$ cat config.mk
export PLATFORM = sky130hd
export DESIGN_NAME = tcsw_front
export DESIGN_NICKNAME = d
export VERILOG_FILES = /design/src/rtl/core/tcsw_pkg.sv /design/src/rtl/core/tcsw_front.sv
export SDC_FILE = /design/constraint.sdc
export NUM_CORES = 1
export LEC_CHECK = 0
export BUFFER_PORTS_ARGS = -buffer_cell sky130_fd_sc_hd__clkbuf_2
export CELL_PAD_IN_SITES_DETAIL_PLACEMENT = 0
export CELL_PAD_IN_SITES_GLOBAL_PLACEMENT = 2
export CORE_ASPECT_RATIO = 1.4
export CORE_MARGIN = 4
export CORE_UTILIZATION = 42
export CTS_BUF_LIST = sky130_fd_sc_hd__clkbuf_4 sky130_fd_sc_hd__clkbuf_8
export CTS_CLUSTER_DIAMETER = 40
export CTS_CLUSTER_SIZE = 20
export DETAILED_ROUTE_END_ITERATION = 16
export PLACE_DENSITY_LB_ADDON = 0.3
export RECOVER_POWER = 100
export REMOVE_ABC_BUFFERS = 1
export SLEW_MARGIN = 10
export SYNTH_ARGS = -nofsm -noshare
export SYNTH_HDL_FRONTEND = slang
export SYNTH_SLANG_ARGS = --single-unit
$ cat constraint.sdc
create_clock -name i_clk -period 3.3 [get_ports i_clk]
set_clock_uncertainty 0.1 [all_clocks]
set_input_delay 0.165 -clock i_clk [delete_from_list [all_inputs] [get_ports i_clk]]
set_output_delay 0.165 -clock i_clk [all_outputs]
set_load 0.05 [all_outputs]
$ cat src/rtl/core/tcsw_pkg.sv
// Shared constants, types and codes of the text console scroll writer.
`default_nettype none

package tcsw_pkg;

    localparam int SCREEN_WIDTH  = 80;
    localparam int SCREEN_HEIGHT = 25;
    localparam int CELL_COUNT    = SCREEN_WIDTH * SCREEN_HEIGHT;
    localparam int ADDR_W        = $clog2(CELL_COUNT);

    localparam int OP_W    = 2;
    localparam int CHAR_W  = 8;
    localparam int COLOR_W = 8;
    localparam int COL_W   = 7;
    localparam int ROW_W   = 5;
    localparam int CELL_W  = CHAR_W + COLOR_W;

    localparam int QUEUE_DEPTH = 2;

    localparam logic [CHAR_W-1:0]  NEWLINE_CODE = 8'd10;
    localparam logic [CHAR_W-1:0]  SPACE_CODE   = 8'd32;
    localparam logic [COLOR_W-1:0] RESET_COLOR  = 8'd2;

    typedef enum logic [OP_W-1:0] {
        OP_PUT_CHAR = 2'd0,
        OP_PUT_CELL = 2'd1,
        OP_READ     = 2'd2,
        OP_CLEAR    = 2'd3
    } t_op;

    // Command classes handed from the front end to the execution side.
    typedef enum logic [2:0] {
        K_PUT_CHAR = 3'd0,
        K_NEWLINE  = 3'd1,
        K_PUT_CELL = 3'd2,
        K_READ     = 3'd3,
        K_CLEAR    = 3'd4,
        K_NOP      = 3'd5
    } t_kind;

    typedef struct packed {
        t_kind               kind;
        logic [CHAR_W-1:0]   ch;
        logic [COLOR_W-1:0]  attr;
        logic [ADDR_W-1:0]   addr;
    } t_cmd;

    typedef struct packed {
        logic pop;
        logic init_busy;
    } t_be_ctl;

endpackage

`default_nettype wire

$ cat src/rtl/core/tcsw_front.sv
// Front end: accepts operations, classifies them and queues the commands.
`default_nettype none

module tcsw_front
    import tcsw_pkg::*;
(
    input  wire logic               i_clk,
    input  wire logic               i_rst_n,
    input  wire logic               i_in_valid,
    output logic                    o_in_ready,
    input  wire logic [OP_W-1:0]    i_operation,
    input  wire logic [CHAR_W-1:0]  i_character,
    input  wire logic [COLOR_W-1:0] i_cell_color,
    input  wire logic [COL_W-1:0]   i_column,
    input  wire logic [ROW_W-1:0]   i_line,
    input  wire t_be_ctl            i_ctl,
    output logic                    o_cmd_valid,
    output t_cmd                    o_cmd
);

    localparam int QPW = (QUEUE_DEPTH > 1) ? $clog2(QUEUE_DEPTH) : 1;
    localparam int QCW = $clog2(QUEUE_DEPTH + 1);

    t_cmd            r_q [QUEUE_DEPTH];
    logic [QPW-1:0]  r_wp, r_rp;
    logic [QCW-1:0]  r_cnt;
    t_cmd            cmd_in;
    logic            in_range;
    logic            push, pop, full;

    always_comb begin
        in_range = (int'(i_column) < SCREEN_WIDTH) && (int'(i_line) < SCREEN_HEIGHT);
        cmd_in.ch   = i_character;
        cmd_in.attr = i_cell_color;
        cmd_in.addr = ADDR_W'(i_line) * ADDR_W'(SCREEN_WIDTH) + ADDR_W'(i_column);
        unique case (t_op'(i_operation))
            OP_PUT_CHAR: cmd_in.kind = (i_character == NEWLINE_CODE) ? K_NEWLINE : K_PUT_CHAR;
            OP_PUT_CELL: cmd_in.kind = in_range ? K_PUT_CELL : K_NOP;
            OP_READ:     cmd_in.kind = in_range ? K_READ : K_NOP;
            OP_CLEAR:    cmd_in.kind = K_CLEAR;
            default:     cmd_in.kind = K_NOP;
        endcase
    end

    assign full        = (r_cnt == QCW'(QUEUE_DEPTH));
    assign o_in_ready  = !full && !i_ctl.init_busy;
    assign push        = i_in_valid && o_in_ready;
    assign o_cmd_valid = (r_cnt != '0);
    assign o_cmd       = r_q[r_rp];
    assign pop         = i_ctl.pop;

    always_ff @(posedge i_clk) begin
        if (!i_rst_n) begin
            r_wp  <= '0;
            r_rp  <= '0;
            r_cnt <= '0;
        end else begin
            if (push) begin
                r_wp <= (r_wp == QPW'(QUEUE_DEPTH - 1)) ? '0 : r_wp + 1'b1;
            end
            if (pop) begin
                r_rp <= (r_rp == QPW'(QUEUE_DEPTH - 1)) ? '0 : r_rp + 1'b1;
            end
            if (push && !pop) begin
                r_cnt <= r_cnt + 1'b1;
            end else if (pop && !push) begin
                r_cnt <= r_cnt - 1'b1;
            end
        end
    end

    always_ff @(posedge i_clk) begin
        if (push) begin
            r_q[r_wp] <= cmd_in;
        end
    end

`ifndef SYNTHESIS
    a_no_pop_empty: assert property (@(posedge i_clk) disable iff (!i_rst_n)
        pop |-> o_cmd_valid)
        else $error("command queue popped while empty");
    a_cnt_bound: assert property (@(posedge i_clk) disable iff (!i_rst_n)
        int'(r_cnt) <= QUEUE_DEPTH)
        else $error("command queue count past its depth");
`endif

endmodule

`default_nettype wire

==> impl_metrics.ini <==
[sta]
max_freq_mhz = 433
hold_viol = 0
rsz0062_at_grt = false
period_share_pct = 70.0
period_minus_slack_ns = 2.31
setup-tns-final_ns = 0
relSlewSlack_pct = 50.2
worst_slew_pin_slew_ns = 0.748
setup_viol = 0
slew_violations = 0

[global_route]
antenna_found_initial = 0
grt_usage_pct = 14.2
grt_max_degree = 31
overflow = 0
grt_pass1_wl_um = 8740
grt_pass1_vias = 1845

[drt]
dr.pass1.iters = 4
drc = 0
via_per_inst = 4.95
ant_nets = 0
routedWlPerCell_um = 15.7
drtIter0Drc = 91
vias = 1633
drt_wl_total_um = 5170

[clocking]
htreeDepth = 3
cts-root-buf = clkbuf_8
clock_path_buffers = 2
worstSkewPairLatency_ns = 0.32
clkTransAtPathRegs_ns = 0.07
cts_tree = done
post_cts.repair.setup_buffers = 0
clkSinkCount = 65
cts_buffers = 9

[critical_path]
r2r-start = r_cnt[0]
rrSetupSlack_ns = 1.06
reg2regPathDepth = 4
arrival_ns = 2.04
end_kind = primary output
cp_max_fo = 19
crit_type = reg2out
timing.rr.end = r_q[0][2]
worstSetupStartpointType = flop
worstPathRequired_ns = 3.03

[pwr]
power_frac_clock_pct = 31.8
p_int_mw = 1.46
total_power_mw = 2.04
switching_power_mw = 0.580
switching_share_pct = 28.5
power_leakage_nw = 1.27
powerDensity_nw_per_um2 = 582
p_seq_share_pct = 48.1
combPwrFrac_pct = 20.1
ir_worst_vdd_mv = 0.232

[floorplanning]
fp-row-count = 34
die_y_um = 104
io_pins = 67
start_util_pct = 43.5
coreArea_um2 = 6300
die_area_um2 = 7900
die_x_um = 76.3

[worst_hold_path]
hp-start = i_ctl[1]
holdCritPathClass = in2reg
hold_depth = 3
holdPathEnd = r_rp

[place]
postPlaceCellArea_um2 = 3170
hpwlAfterDp_um = 3680
globalplace.congestion = 0.714
portBuffers = 66

[synth]
synth.most_common_cell = edfxtp_1
synthTopCellsByCount = edfxtp_1 (60), mux2_2 (30), ha_1 (10)
synth_edf_count = 60
async_flop_share_pct = 0
ys.flop_type = edfxtp_1
synth_area_um2 = 2740
synth_top_area_share_pct = 65.7
ys_seq_area_share_pct = 69.4
synth_warnings = 0
syn_avg_cell_area_um2 = 17.6
yosys-top-cells-area = edfxtp_1 (66%), mux2_2 (12%), ha_1 (4.6%), dfxtp_1 (3.7%), xnor2_1 (1.9%)
yosysUniqueCellTypes = 31
yosys.area.top_type = edfxtp_1
synth_cells = 156
ys_seq_elements = 65

[finish]
syn_to_final_growth_pct = 27.8
fin_util_pct = 55.6
fin_area_um2 = 3500
final_nets = 300
diodes = 0
drive_gt1_share_pct = 25.2

[flow_run]
drv_cap = 0

[outcome]
status = finished, final reports clean
-- flip-flops by register name (all words and copies together), names as in the netlist, named ones only --
register / flops
r_wp: 1
r_cnt: 2
r_q: 60
r_rp: 1
-- power groups by stage --
stage                     clock [mW]  combinational, mW  sequential [mW]
after global routing           0.698              0.444            0.985
after CTS                      0.668              0.435            0.982
after global placement             0              0.402            0.996
after detailed placement           0              0.413             1.00
after floorplan                    0              0.302            0.999
final                          0.649              0.410            0.980
-- kinds of logic after synthesis --
logic type      after synthesis  synth area share [%]
flops                        65                  69.4
mux                          30                  12.3
simple gates                 17                  3.65
compound gates               14                  3.79
fa+ha+maj                    13                  6.39
xor+xnor                     11                  3.51
buf+inv                       6                 0.958
-- critical path, stage by stage (launching register included) --
cell and delay (ns):
dfxtp_1 0.64, buf_4 0.37, mux2_2 0.21, clkbuf_1 0.48
-- layer usage --
metal  global-route usage, %  share of wire, %  vias up
met2                    26.5                57       44
met1                    14.7                37      786
li1                        -                 -      794
met5                       0                 0        -
met4                    7.51               1.7        0
met3                    2.95               4.7        9
-- repair_timing --
item	in CTS	in global routing
endpoints found under the hold margin	43	0
resized for setup	0	0
hold buffers	21	0
-- cell type report --
class,instances,area [um^2]
fillers,560,2790
flip-flops and latches,65,1900
multi-input cells,85,801
repair buffers,89,504
clock buffers,11,139
well taps,72,90.1
clock inverters,5,56.3
inverters,3,11.3
-- stage by stage --
step	hold slack, ns	setup WS, ns	instances
2_1_floorplan	0.164	1.32	153
3_3_place_gp	0.255	1.12	293
3_5_place_dp	0.260	1.05	293
4_1_cts	0.0732	0.997	330
5_1_grt	0.0900	0.797	330
6_report	0.0889	0.990	330
-- cells in the final DEF (no fill, tap or decap), types with 3 or more instances in the layout --
| cell type | synthesis | layout |
|---|---|---|
| clkbuf_2 | 0 | 15 |
| dfxtp_1 | 5 | 5 |
| xnor2_1 | 6 | 6 |
| clkbuf_1 | 0 | 51 |
| clkbuf_8 | 0 | 9 |
| dlygate4sd3_1 | 0 | 21 |
| a21o_1 | 3 | 3 |
| inv_1 | 2 | 3 |
| edfxtp_1 | 60 | 60 |
| xor2_1 | 5 | 5 |
| ha_1 | 10 | 10 |
| mux2_2 | 30 | 30 |
| nand2_1 | 3 | 3 |
| a21oi_1 | 4 | 4 |
-- worst max-delay path by stage --
| stage | slack, ns | end |
|---|---|---|
| 6_report | 0.99 | o_cmd[28] |
| 3_5_place_dp | 1.05 | r_q[0][10] |
| 5_1_grt | 0.80 | r_q[0][28] |
| 2_1_floorplan | 1.32 | r_q[0][10] |
| 4_1_cts | 1.0 | o_cmd[17] |
| 3_3_place_gp | 1.12 | r_q[0][10] |
No activity file was read; power rests on OpenSTA's default activity.
